<file path="config.mk">
export PLATFORM = sky130hd
export DESIGN_NAME = riscv_relocation_patcher_unit_flat
export DESIGN_NICKNAME = d
export VERILOG_FILES = /design/src/rtl/rrp_pkg.sv /design/src/rtl/rrp_ifs.sv /design/src/rtl/rrp_front.sv /design/src/rtl/rrp_patch.sv /design/src/rtl/riscv_relocation_patcher_unit.sv /design/src/flat_wrapper.sv
export SDC_FILE = /design/constraint.sdc
export NUM_CORES = 1
export LEC_CHECK = 0
export BUFFER_PORTS_ARGS = -buffer_cell sky130_fd_sc_hd__buf_2
export CAP_MARGIN = 20
export CORE_UTILIZATION = 30
export CTS_BUF_LIST = sky130_fd_sc_hd__clkbuf_4
export CTS_CLUSTER_SIZE = 10
export DETAILED_ROUTE_END_ITERATION = 7
export HOLD_SLACK_MARGIN = 0.12
export MAX_ROUTING_LAYER = met4
export REMOVE_ABC_BUFFERS = 1
export SYNTH_ARGS = -nofsm -noshare
export SYNTH_HDL_FRONTEND = slang
export SYNTH_HIERARCHICAL = 1
export SYNTH_SLANG_ARGS = --single-unit
</file>
<file path="constraint.sdc">
create_clock -name clock -period 11.8 [get_ports clock]
set_input_delay 1.18 -clock clock [delete_from_list [all_inputs] [get_ports clock]]
set_output_delay 1.18 -clock clock [all_outputs]
set_load 0.01 [all_outputs]
</file>
<file path="src/rtl/rrp_pkg.sv">
// ---------------------------------------------------------------------------
// rrp_pkg: shared types and constants of the RISC-V relocation patcher
// Command and status codes, instruction field masks and transaction structs.
// ---------------------------------------------------------------------------
package rrp_pkg;

   // command codes
   localparam logic [3:0] CMD_ABS64   = 4'd0;
   localparam logic [3:0] CMD_PCREL32 = 4'd1;
   localparam logic [3:0] CMD_CALL    = 4'd2;
   localparam logic [3:0] CMD_HI20    = 4'd3;
   localparam logic [3:0] CMD_LO12_I  = 4'd4;
   localparam logic [3:0] CMD_LO12_S  = 4'd5;
   localparam logic [3:0] CMD_ADD8    = 4'd6;
   localparam logic [3:0] CMD_SET8    = 4'd7;
   localparam logic [3:0] CMD_ADD32   = 4'd8;
   localparam logic [3:0] CMD_SKIP    = 4'd9;

   typedef enum logic [2:0] {
      ST_OK          = 3'd0,
      ST_SKIPPED     = 3'd1,
      ST_MISALIGNED  = 3'd2,
      ST_BAD_INSN    = 3'd3,
      ST_OVERFLOW    = 3'd4,
      ST_MISSING     = 3'd5,
      ST_UNSUPPORTED = 3'd6
   } rrp_status_type;

   // opcodes and field masks
   localparam logic [31:0] OPC_MASK        = 32'h0000_007F;
   localparam logic [31:0] OPC_AUIPC       = 32'h0000_0017;
   localparam logic [31:0] OPC_JALR        = 32'h0000_0067;
   localparam logic [31:0] OPC_OPIMM       = 32'h0000_0013;
   localparam logic [31:0] OPC_LOAD        = 32'h0000_0003;
   localparam logic [31:0] OPC_STORE       = 32'h0000_0023;
   localparam logic [31:0] JALR_CHECK_MASK = 32'h0000_707F;
   localparam logic [31:0] KEEP_U          = 32'h0000_0FFF;
   localparam logic [31:0] KEEP_I          = 32'h000F_FFFF;
   localparam logic [31:0] KEEP_S          = 32'h01FF_F07F;

   // exact sums carry two extra bits over the 64-bit address range
   localparam int unsigned SUM_W = 66;
   localparam logic [SUM_W-1:0] HI_ROUND = 66'h800;

   typedef struct packed {
      logic [3:0]         command;
      logic [31:0]        first_word;
      logic [31:0]        second_word;
      logic [63:0]        symbol_address;
      logic signed [63:0] addend;
      logic [63:0]        place_address;
      logic [1:0]         offset_low_bits;
      logic [63:0]        sub_symbol_address;
      logic signed [63:0] sub_addend;
      logic               pair_present;
      logic signed [63:0] paired_delta;
   } rrp_req_type;

   typedef struct packed {
      logic [63:0]    patch_value;
      logic [3:0]     patch_bytes;
      logic [31:0]    patched_second;
      logic           write_second;
      logic           needs_rebase;
      rrp_status_type status;
   } rrp_rsp_type;

   // what the input register holds for the patch logic
   typedef struct packed {
      logic [3:0]       command;
      logic [31:0]      first_word;
      logic [31:0]      second_word;
      logic [63:0]      place_address;
      logic [1:0]       offset_low_bits;
      logic             pair_present;
      logic [11:0]      paired_low;
      logic [SUM_W-1:0] target_sum;
      logic [SUM_W-1:0] target_round;
      logic [31:0]      diff_sum;
   } rrp_stage_type;

endpackage

</file>
<file path="src/rtl/rrp_ifs.sv">
// ---------------------------------------------------------------------------
// rrp_ifs: valid/ready channels of the relocation patcher
// One interface for relocation requests, one for patch results.
// ---------------------------------------------------------------------------
interface rrp_req_if import rrp_pkg::*; ();
   logic        valid;
   logic        ready;
   rrp_req_type payload;

   modport source (output valid, output payload, input ready);
   modport sink (input valid, input payload, output ready);
endinterface

interface rrp_rsp_if import rrp_pkg::*; ();
   logic        valid;
   logic        ready;
   rrp_rsp_type payload;

   modport source (output valid, output payload, input ready);
   modport sink (input valid, input payload, output ready);
endinterface

</file>
<file path="src/rtl/rrp_front.sv">
// ---------------------------------------------------------------------------
// rrp_front: input register of the relocation patcher
// Forms the exact target sums on the way in and holds one transaction.
// ---------------------------------------------------------------------------
module rrp_front import rrp_pkg::*; (
   input  logic          clock,
   input  logic          reset,
   rrp_req_if.sink       req_chan,
   input  logic          take,
   output logic          stage_valid,
   output rrp_stage_type stage_data
);

   logic          valid_ff, valid_in;
   rrp_stage_type data_ff, data_in;
   logic          load;
   logic [SUM_W-1:0] sym_ext, add_ext;

   assign req_chan.ready = !valid_ff || take;
   assign load = req_chan.valid && req_chan.ready;

   always_comb begin
      sym_ext = {2'b00, req_chan.payload.symbol_address};
      add_ext = {{2{req_chan.payload.addend[63]}}, req_chan.payload.addend};

      data_in.command         = req_chan.payload.command;
      data_in.first_word      = req_chan.payload.first_word;
      data_in.second_word     = req_chan.payload.second_word;
      data_in.place_address   = req_chan.payload.place_address;
      data_in.offset_low_bits = req_chan.payload.offset_low_bits;
      data_in.pair_present    = req_chan.payload.pair_present;
      data_in.paired_low      = req_chan.payload.paired_delta[11:0];
      // S + A and S + A + 0x800 side by side so the patch logic only subtracts P
      data_in.target_sum      = sym_ext + add_ext;
      data_in.target_round    = sym_ext + add_ext + HI_ROUND;
      // symbol differences are taken modulo 2^32 at most
      data_in.diff_sum        = req_chan.payload.symbol_address[31:0]
                              + req_chan.payload.addend[31:0]
                              - req_chan.payload.sub_symbol_address[31:0]
                              - req_chan.payload.sub_addend[31:0];

      valid_in = load || (valid_ff && !take);
   end

   always_ff @(posedge clock) begin
      if (reset) begin
         valid_ff <= 1'b0;
      end else begin
         valid_ff <= valid_in;
      end
      if (load) begin
         data_ff <= data_in;
      end
   end

   assign stage_valid = valid_ff;
   assign stage_data  = data_ff;

endmodule

</file>
<file path="src/rtl/rrp_patch.sv">
// ---------------------------------------------------------------------------
// rrp_patch: relocation decode, checks and instruction splicing
// Turns one registered relocation into the patch result.
// ---------------------------------------------------------------------------
module rrp_patch import rrp_pkg::*; (
   input  rrp_stage_type stage_data,
   output rrp_rsp_type   result
);

   logic [SUM_W-1:0] delta;
   logic [SUM_W-1:0] hi_sum;
   logic             fits32;
   logic             fits20;
   logic [31:0]      w1, w2;
   logic [31:0]      opc;
   logic             auipc_ok;
   logic             jalr_ok;
   logic [31:0]      diff_total;
   logic [11:0]      low;

   always_comb begin
      w1     = stage_data.first_word;
      w2     = stage_data.second_word;
      opc    = w1 & OPC_MASK;
      low    = stage_data.paired_low;
      delta  = stage_data.target_sum - {2'b00, stage_data.place_address};
      hi_sum = stage_data.target_round - {2'b00, stage_data.place_address};
      // signed range: all bits from the sign position up agree
      fits32 = (&delta[SUM_W-1:31]) || !(|delta[SUM_W-1:31]);
      fits20 = (&hi_sum[SUM_W-1:31]) || !(|hi_sum[SUM_W-1:31]);
      auipc_ok = (opc == OPC_AUIPC);
      jalr_ok  = ((w2 & JALR_CHECK_MASK) == OPC_JALR);
      diff_total = ((stage_data.command == CMD_SET8) ? 32'd0 : w1) + stage_data.diff_sum;

      result.patch_value    = '0;
      result.patch_bytes    = 4'd0;
      result.patched_second = '0;
      result.write_second   = 1'b0;
      result.needs_rebase   = 1'b0;
      result.status         = ST_OK;

      case (stage_data.command)
         CMD_SKIP: begin
            result.status = ST_SKIPPED;
         end
         CMD_ABS64: begin
            if (stage_data.target_sum[SUM_W-1:64] != 2'b00) begin
               result.status = ST_OVERFLOW;
            end else begin
               result.patch_value  = stage_data.target_sum[63:0];
               result.patch_bytes  = 4'd8;
               result.needs_rebase = 1'b1;
            end
         end
         CMD_PCREL32: begin
            if (!fits32) begin
               result.status = ST_OVERFLOW;
            end else begin
               result.patch_value = {32'd0, delta[31:0]};
               result.patch_bytes = 4'd4;
            end
         end
         CMD_ADD8, CMD_SET8, CMD_ADD32: begin
            if (!stage_data.pair_present) begin
               result.status = ST_MISSING;
            end else if (stage_data.command == CMD_ADD32) begin
               result.patch_value = {32'd0, diff_total};
               result.patch_bytes = 4'd4;
            end else begin
               result.patch_value = {56'd0, diff_total[7:0]};
               result.patch_bytes = 4'd1;
            end
         end
         CMD_CALL, CMD_HI20: begin
            if (stage_data.offset_low_bits != 2'b00) begin
               result.status = ST_MISALIGNED;
            end else if (!auipc_ok || (stage_data.command == CMD_CALL && !jalr_ok)) begin
               result.status = ST_BAD_INSN;
            end else if (!fits20) begin
               result.status = ST_OVERFLOW;
            end else begin
               result.patch_value = {32'd0, hi_sum[31:12], w1[11:0]};
               result.patch_bytes = 4'd4;
               if (stage_data.command == CMD_CALL) begin
                  result.patched_second = {delta[11:0], w2[19:0]};
                  result.write_second   = 1'b1;
               end
            end
         end
         CMD_LO12_I, CMD_LO12_S: begin
            if (stage_data.offset_low_bits != 2'b00) begin
               result.status = ST_MISALIGNED;
            end else if (!stage_data.pair_present) begin
               result.status = ST_MISSING;
            end else if (stage_data.command == CMD_LO12_I) begin
               if (opc != OPC_OPIMM && opc != OPC_LOAD && opc != OPC_JALR) begin
                  result.status = ST_BAD_INSN;
               end else begin
                  result.patch_value = {32'd0, low, w1[19:0]};
                  result.patch_bytes = 4'd4;
               end
            end else begin
               if (opc != OPC_STORE) begin
                  result.status = ST_BAD_INSN;
               end else begin
                  // S form: imm[11:5] to bits 31:25, imm[4:0] to bits 11:7
                  result.patch_value = {32'd0, low[11:5], w1[24:12], low[4:0], w1[6:0]};
                  result.patch_bytes = 4'd4;
               end
            end
         end
         default: begin
            result.status = ST_UNSUPPORTED;
         end
      endcase
   end

endmodule

</file>
<file path="src/rtl/riscv_relocation_patcher_unit.sv">
// Path to the result: two registers, the input register and then the result register.
// Throughput: one transaction per cycle unless rsp_chan stalls; the input register
// takes an item when empty or the result register is free or drained in the same cycle.
// The path between the registers is two 66-bit subtracts, range compares and splicing.
// Reset (synchronous, active high) empties both registers; no other state exists.
// ---------------------------------------------------------------------------
// riscv_relocation_patcher_unit: RISC-V relocation patcher, top level
// Checks one relocation per transaction and returns the patched words or a status.
// ---------------------------------------------------------------------------
module riscv_relocation_patcher_unit import rrp_pkg::*; (
   input  logic    clock,
   input  logic    reset,
   rrp_req_if.sink   req_chan,
   rrp_rsp_if.source rsp_chan
);

   logic          stage_valid;
   rrp_stage_type stage_data;
   rrp_rsp_type   result;
   logic          out_free;

   logic        rsp_valid_ff, rsp_valid_in;
   rrp_rsp_type rsp_data_ff;

   assign out_free = !rsp_valid_ff || rsp_chan.ready;

   rrp_front u_front (
      .clock       (clock),
      .reset       (reset),
      .req_chan    (req_chan),
      .take        (out_free),
      .stage_valid (stage_valid),
      .stage_data  (stage_data)
   );

   rrp_patch u_patch (
      .stage_data (stage_data),
      .result     (result)
   );

   assign rsp_valid_in = (stage_valid && out_free) || (rsp_valid_ff && !rsp_chan.ready);

   always_ff @(posedge clock) begin
      if (reset) begin
         rsp_valid_ff <= 1'b0;
      end else begin
         rsp_valid_ff <= rsp_valid_in;
      end
      if (stage_valid && out_free) begin
         rsp_data_ff <= result;
      end
   end

   assign rsp_chan.valid   = rsp_valid_ff;
   assign rsp_chan.payload = rsp_data_ff;

   a_stage_moves: assert property (@(posedge clock) disable iff (reset)
      stage_valid && out_free |=> rsp_valid_ff)
      else $error("staged transaction did not reach the result register");

   a_error_clean: assert property (@(posedge clock) disable iff (reset)
      rsp_valid_ff && rsp_data_ff.status != ST_OK |->
         rsp_data_ff.patch_value == '0 && rsp_data_ff.patch_bytes == 4'd0 &&
         !rsp_data_ff.write_second && !rsp_data_ff.needs_rebase)
      else $error("failed relocation carries patch data");

   a_second_word: assert property (@(posedge clock) disable iff (reset)
      rsp_valid_ff && rsp_data_ff.write_second |->
         rsp_data_ff.status == ST_OK && rsp_data_ff.patch_bytes == 4'd4)
      else $error("call pair result without a four-byte first word");

   a_rebase: assert property (@(posedge clock) disable iff (reset)
      rsp_valid_ff && rsp_data_ff.needs_rebase |-> rsp_data_ff.patch_bytes == 4'd8)
      else $error("rebase flag on a result that is not a 64-bit pointer");

endmodule
</file>
<file path="src/flat_wrapper.sv">
// flat-port wrapper written by rule: the top's interface ports become plain ports
module riscv_relocation_patcher_unit_flat import rrp_pkg::*;
  (clock, reset, req_chan_valid, req_chan_payload, req_chan_ready, rsp_chan_valid, rsp_chan_payload, rsp_chan_ready);
  rrp_req_if req_chan_i ();
  rrp_rsp_if rsp_chan_i ();
  input  logic clock;
  input  logic reset;
  input wire logic [$bits(req_chan_i.valid)-1:0] req_chan_valid;
  input wire logic [$bits(req_chan_i.payload)-1:0] req_chan_payload;
  output wire logic [$bits(req_chan_i.ready)-1:0] req_chan_ready;
  output wire logic [$bits(rsp_chan_i.valid)-1:0] rsp_chan_valid;
  output wire logic [$bits(rsp_chan_i.payload)-1:0] rsp_chan_payload;
  input wire logic [$bits(rsp_chan_i.ready)-1:0] rsp_chan_ready;
  assign req_chan_i.valid = req_chan_valid;
  assign req_chan_i.payload = req_chan_payload;
  assign req_chan_ready = req_chan_i.ready;
  assign rsp_chan_valid = rsp_chan_i.valid;
  assign rsp_chan_payload = rsp_chan_i.payload;
  assign rsp_chan_i.ready = rsp_chan_ready;
  riscv_relocation_patcher_unit u_core (.clock(clock), .reset(reset), .req_chan(req_chan_i), .rsp_chan(rsp_chan_i));
endmodule
</file>
==> impl_metrics.toml, run 1 <==
[critical_path]
worst-path-buf-inv = 1
critPathLaunchType = "register"
crit_fanout = 27
crit_type = "register to register"
cp_slowest_stage_delay_ps = 790
r2r_start = "u_core/u_front/stage_data[308]"
crit_family = "simple AND/OR/NAND/NOR gates"
crit_required_ps = 12480
arrival_ps = 7210
crit_chain = "inv_1 -> nor3_1 -> nand2_1 -> and2_1 -> ha_1 -> fa_1 -> a211oi_1 -> o21ai_0 -> o2111ai_1 -> o211ai_1 -> nor4_1 -> nor4_1 -> o311a_1 -> o21ai_0 -> nand2b_1 -> nand2_1 -> o221ai_1 -> o21ai_0 -> xor2_1 -> o221ai_2"
cp_common_cell = "o21ai_0"
endpoint_kind = "register"
crit_path_top_delay_cell = "nand2_1"
startpoint = "u_core/u_front/stage_data[308]"

[clock_network]
clock-sinks = 395
numCtsBuffers = 109
ctsResizeCount = 0
post_cts_buffers = 0
clock_latency_ps = 980
root_buffer = "clkbuf_4"
cts.path.max_buffers = 3
cts_tree = "yes"
cts_hold_buf = 0
cts.clk_slew.worst_paths_ps = 70
ctsHtreeMaxLevel = 3

[sta]
slew_viol_final = 0
fin_skew_ps = 126
rsz0062_at_grt = "false"
fin_ws_ps = 5270
min_period_ps = 6530
period_share_pct = 55.4
setup_tns_ps = 0
setup-violations-final = 0
worst_pin_slew_ps = 1230
relSlewSlack_pct = 17.4
fmax_ghz = 0.153
hold_viol = 0

[final_layout]
finish.net_count = 4815
multi_input_area_mm2 = 0.0205
fin_area_mm2 = 0.0390
syn2layout_area_growth_pct = 15.0
final-instance-count-excl-fill = 5632
drive_gt1_share_pct = 18.6
n_fill_cell = 11500
regArea_mm2 = 0.0118

[route]
routed-via-count = 30500
via_per_inst = 5.41
wl_per_cell_um = 22.5
first_pass_iters = 6
detail-route-antenna-nets = 0
wirelength_mm = 127
drtIter0Drc = 2435
post-route-drc-count = 0

[power]
leakage_nw = 15.7
p_per_area_mw_per_mm2 = 152
ir_worst_vdd_mv = 0.0697

[grt]
grt_antenna_before_repair = 15
grt_overflow = 0
grt_pass1_vias = 29500
grt_pass1_wl_mm = 185
groute.usage.overall_pct = 22.0
grt_max_degree = 72

[floorplanning]
die_area_mm2 = 0.114
ioPinCount = 566
die_y_um = 338
start_util_pct = 30.5
rows = 122
die_x_um = 338
core_area_mm2 = 0.111

[status]
status = "completed"

[placed_design]
placed_cells = 5412
io_buffer_count = 437
postPlaceCellArea_mm2 = 0.0373
post-place-ws_ps = 5350
dpl.hpwl_mm = 106
gp_congestion = 0.971

[synthesis]
synthCells = 3626
syn_area_mm2 = 0.0339
syn_avg_cell_area_um2 = 9.35
ys_warn_count = 6

[min_path]
hp-class = "input port to register"
min-delay-start = "req_chan_payload[444]"

[flow_run]
maxCapViolCount = 0
[per-stage QoR]
stage          power (mW)  hold slack [ps]  utilization [%]
2_1_floorplan        3.72              440                -
3_3_place_gp         4.50              451             33.6
3_5_place_dp         4.51              459             33.6
4_1_cts              5.92              278             35.0
5_1_grt              6.30              301             35.0
6_report             5.93              384             35.0
[worst paths after layout]
check | depth (start not counted) | slack [ps] | endpoint
max | 20 | 5270 | u_core/rsp_chan.payload[71]
min | 1 | 380 | u_core/u_front/stage_data[300]
max reg2reg | 20 | 5270 | u_core/rsp_chan.payload[71]
min reg2reg | 2 | 490 | u_core/rsp_chan.valid
[state kept, by name, indices dropped and copies added, names as in the netlist]
name / count
u_core/rsp_chan.valid: 1
u_core/u_front/stage_valid: 1
u_core/u_front/stage_data: 288
u_core/rsp_chan.payload: 105
[where the power goes]
part           switching [mW]  leakage (nW)  internal [mW]  total (mW)
combinational            1.65          11.0          0.992        2.65
clock                   0.623         0.926          0.761        1.38
sequential              0.123          3.76           1.78        1.90
[worst register-to-register path, delay by kind of cell (launching register included)]
family	cells	cell delay, ps
simple gates	7	2620
xor+xnor	1	430
buf+inv	1	200
fa+ha+maj	2	680
compound gates	9	1830
flops	1	520
[cell type report]
cell class | instances | area share, %
multi-input cells | 2845 | 52.5
flip-flops and latches | 395 | 30.4
repair buffers | 454 | 5.94
well taps | 1488 | 4.78
clock buffers | 159 | 3.06
inverters | 230 | 2.22
clock inverters | 44 | 0.986
diodes | 17 | 0.109
[placed cells by master, fill, tap and decap left out, types with 18 or more instances in the layout]
cell type / count
a211oi_1: 33
a21o_1: 95
a21oi_1: 311
a31oi_1: 35
and2_1: 96
and3_1: 34
and4_1: 18
buf_2: 437
clkbuf_4: 159
clkinv_1: 18
edfxtp_1: 393
fa_1: 65
ha_1: 256
inv_1: 230
nand2_1: 279
nand2b_1: 31
nand3_1: 84
nand4_1: 97
nor2_1: 227
nor2b_1: 30
nor3_1: 99
nor4_1: 37
o2111ai_1: 18
o211ai_1: 44
o211ai_2: 20
o21a_1: 50
o21ai_0: 156
o21ai_1: 44
o21bai_1: 42
o31ai_1: 24
or2_2: 21
or3_1: 31
xnor2_1: 142
xor2_1: 95
[routing by layer]
| layer | global-route usage [%] | up-vias | wire length [um] |
|---|---|---|---|
| met5 | - | - | 0 |
| met4 | 6.35 | 0 | 3030 |
| met3 | 2.95 | 151 | 7610 |
| met2 | 34.1 | 1114 | 57600 |
| met1 | 29.9 | 14700 | 58300 |
| li1 | - | 14500 | - |
Power figures use the tool's default switching activity.
==> run 2, diff against run 1 <==
clock period = 6.12 ns   (was 11.8 ns; I/O delays follow)
==> run 2 against run 1 <==
Net effect: setup slack lost 4700 ps; non-clock buffer count grew 172; worst hold slack lost 130 ps; via count grew 2.6%; core utilization grew 1.4 points; critical path type unchanged; critical endpoint is now u_core/rsp_chan.payload[51]; largest cell class unchanged; largest power group unchanged.
==> impl_metrics.toml, run 2 (synthesized netlist as in run 1, its figures left out) <==
[floorplanning]
die_x_um = 338
die_area_mm2 = 0.114
core_area_mm2 = 0.111
ioPinCount = 566
die_y_um = 338
rows = 122
start_util_pct = 30.5

[final_layout]
finish.net_count = 4991
multi_input_area_mm2 = 0.0205
regArea_mm2 = 0.0118
drive_gt1_share_pct = 18.3
syn2layout_area_growth_pct = 19.5
final_cell_mix = "buf_2, edfxtp_1, a21oi_1, nand2_1, ha_1"
n_fill_cell = 11400
final_common_cell = "buf_2"
largest_register_ffs = 288

[sta]
period_share_pct = 91.0
slew_viol_final = 0
fmax_ghz = 0.180
fin_ws_ps = 553
min_period_ps = 5570
worst_pin_slew_ps = 1130
relSlewSlack_pct = 24.7
hold_viol = 0
setup-violations-final = 0
fin_skew_ps = 140
rsz0062_at_grt = "false"
timing.hold.ws_ps = 251

[status]
status = "completed"

[critical_path]
critPathLaunchType = "register"
endpoint_kind = "register"
crit_type = "register to register"
arrival_ps = 6300
crit_chain = "inv_1 -> ha_1 -> inv_1 -> fa_1 -> and3_1 -> o2111ai_1 -> a21oi_1 -> a21oi_1 -> o21a_1 -> o221ai_1 -> or2_2 -> a41oi_1 -> xor2_1 -> nor4b_1 -> nand4_1 -> nor4_4 -> buf_4 -> o21ai_4 -> buf_4 -> o211ai_2"
crit_fanout = 21
worst-path-buf-inv = 4
crit_family = "compound AO/OA/AOI/OAI gates"
cp_slowest_stage_delay_ps = 650
crit_path_top_delay_cell = "o21ai_4"
crit_required_ps = 6850

[clock_network]
cts_tree = "yes"
root_buffer = "clkbuf_4"
clock_latency_ps = 1010
cts.path.max_buffers = 3
ctsHtreeMaxLevel = 3
numCtsBuffers = 113
clock-sinks = 395
cts.clk_slew.worst_paths_ps = 60
ctsResizeCount = 0

[route]
post-route-drc-count = 0
detail-route-antenna-nets = 0
wl_per_cell_um = 22.5
via_per_inst = 5.39
routed-via-count = 31200
wirelength_mm = 130
first_pass_iters = 8
drtIter0Drc = 2568

[power]
ir_worst_vdd_mv = 0.140
p_per_area_mw_per_mm2 = 281
leakage_nw = 16.4

[grt]
grt_overflow = 0
grt_antenna_before_repair = 17
groute.usage.overall_pct = 22.8
grt_max_degree = 143
grt_pass1_wl_mm = 191
grt_pass1_vias = 30300

[min_path]
hp-class = "input port to register"

[placed_design]
gp_congestion = 0.963
post-place-ws_ps = 672
io_buffer_count = 437
dpl.hpwl_mm = 107

[flow_run]
maxCapViolCount = 0
run 2: per-layer routing:
layer  global-route usage (%)  part of all wire [%]  up-vias
met5                        -                     0        -
met4                     7.27                   2.9        0
met3                     3.10                   6.0      188
met2                     35.1                    45     1149
met1                     30.7                    46    15000
li1                         -                     -    14900
run 2: worst paths after layout:
| check | startpoint | endpoint | slack [ps] | cells past startpoint |
|---|---|---|---|---|
| min reg2reg | u_core/u_front/stage_data[260] | u_core/rsp_chan.payload[22] | 520 | 1 |
| max | u_core/u_front/stage_data[98] | u_core/rsp_chan.payload[51] | 550 | 20 |
| max reg2reg | u_core/u_front/stage_data[98] | u_core/rsp_chan.payload[51] | 550 | 20 |
| min | req_chan_payload[327] | u_core/u_front/stage_data[102] | 250 | 3 |
run 2: cell type report:
type	count	share of cell area, %
Multi-Input combinational cell	2845	50.5
Sequential cell	395	29.2
Timing Repair Buffer	626	9.85
Tap cell	1488	4.60
Clock buffer	157	2.91
Inverter	230	2.13
Clock inverter	40	0.658
Antenna cell	17	0.105
run 2: worst reg2reg max path: cells and delay by family, from the launching register on:
family                   cells  cell delay (ps)
AO/OA/AOI/OAI                8             2460
XOR/XNOR                     1              290
adder cells (fa/ha/maj)      2              580
buffers and inverters        4              640
flip-flops                   1              420
AND/OR/NAND/NOR              5              980
run 2: what timing repair did:
action,in CTS,in global routing
buffers inserted,0,0
hold buffers,144,0
endpoints found under the hold margin,153,0
run 2: metrics by stage:
stage | total power [mW] | util (%) | std cells | TNS [ps] | area, um2
2_1_floorplan | 7.17 | - | 3470 | -593790 | 33100
3_3_place_gp | 8.72 | 33.8 | 5440 | 0 | 37600
3_5_place_dp | 8.72 | 33.8 | 5440 | 0 | 37600
4_1_cts | 11.4 | 36.4 | 5781 | 0 | 40500
5_1_grt | 12.1 | 36.4 | 5796 | 0 | 40500
6_report | 11.4 | 36.4 | 5798 | 0 | 40500
run 2: report_power, final:
part | internal [mW] | switching, mW
Clock | 1.28 | 1.23
Combinational | 2.00 | 3.22
Sequential | 3.42 | 0.234
Total | 6.70 | 4.68
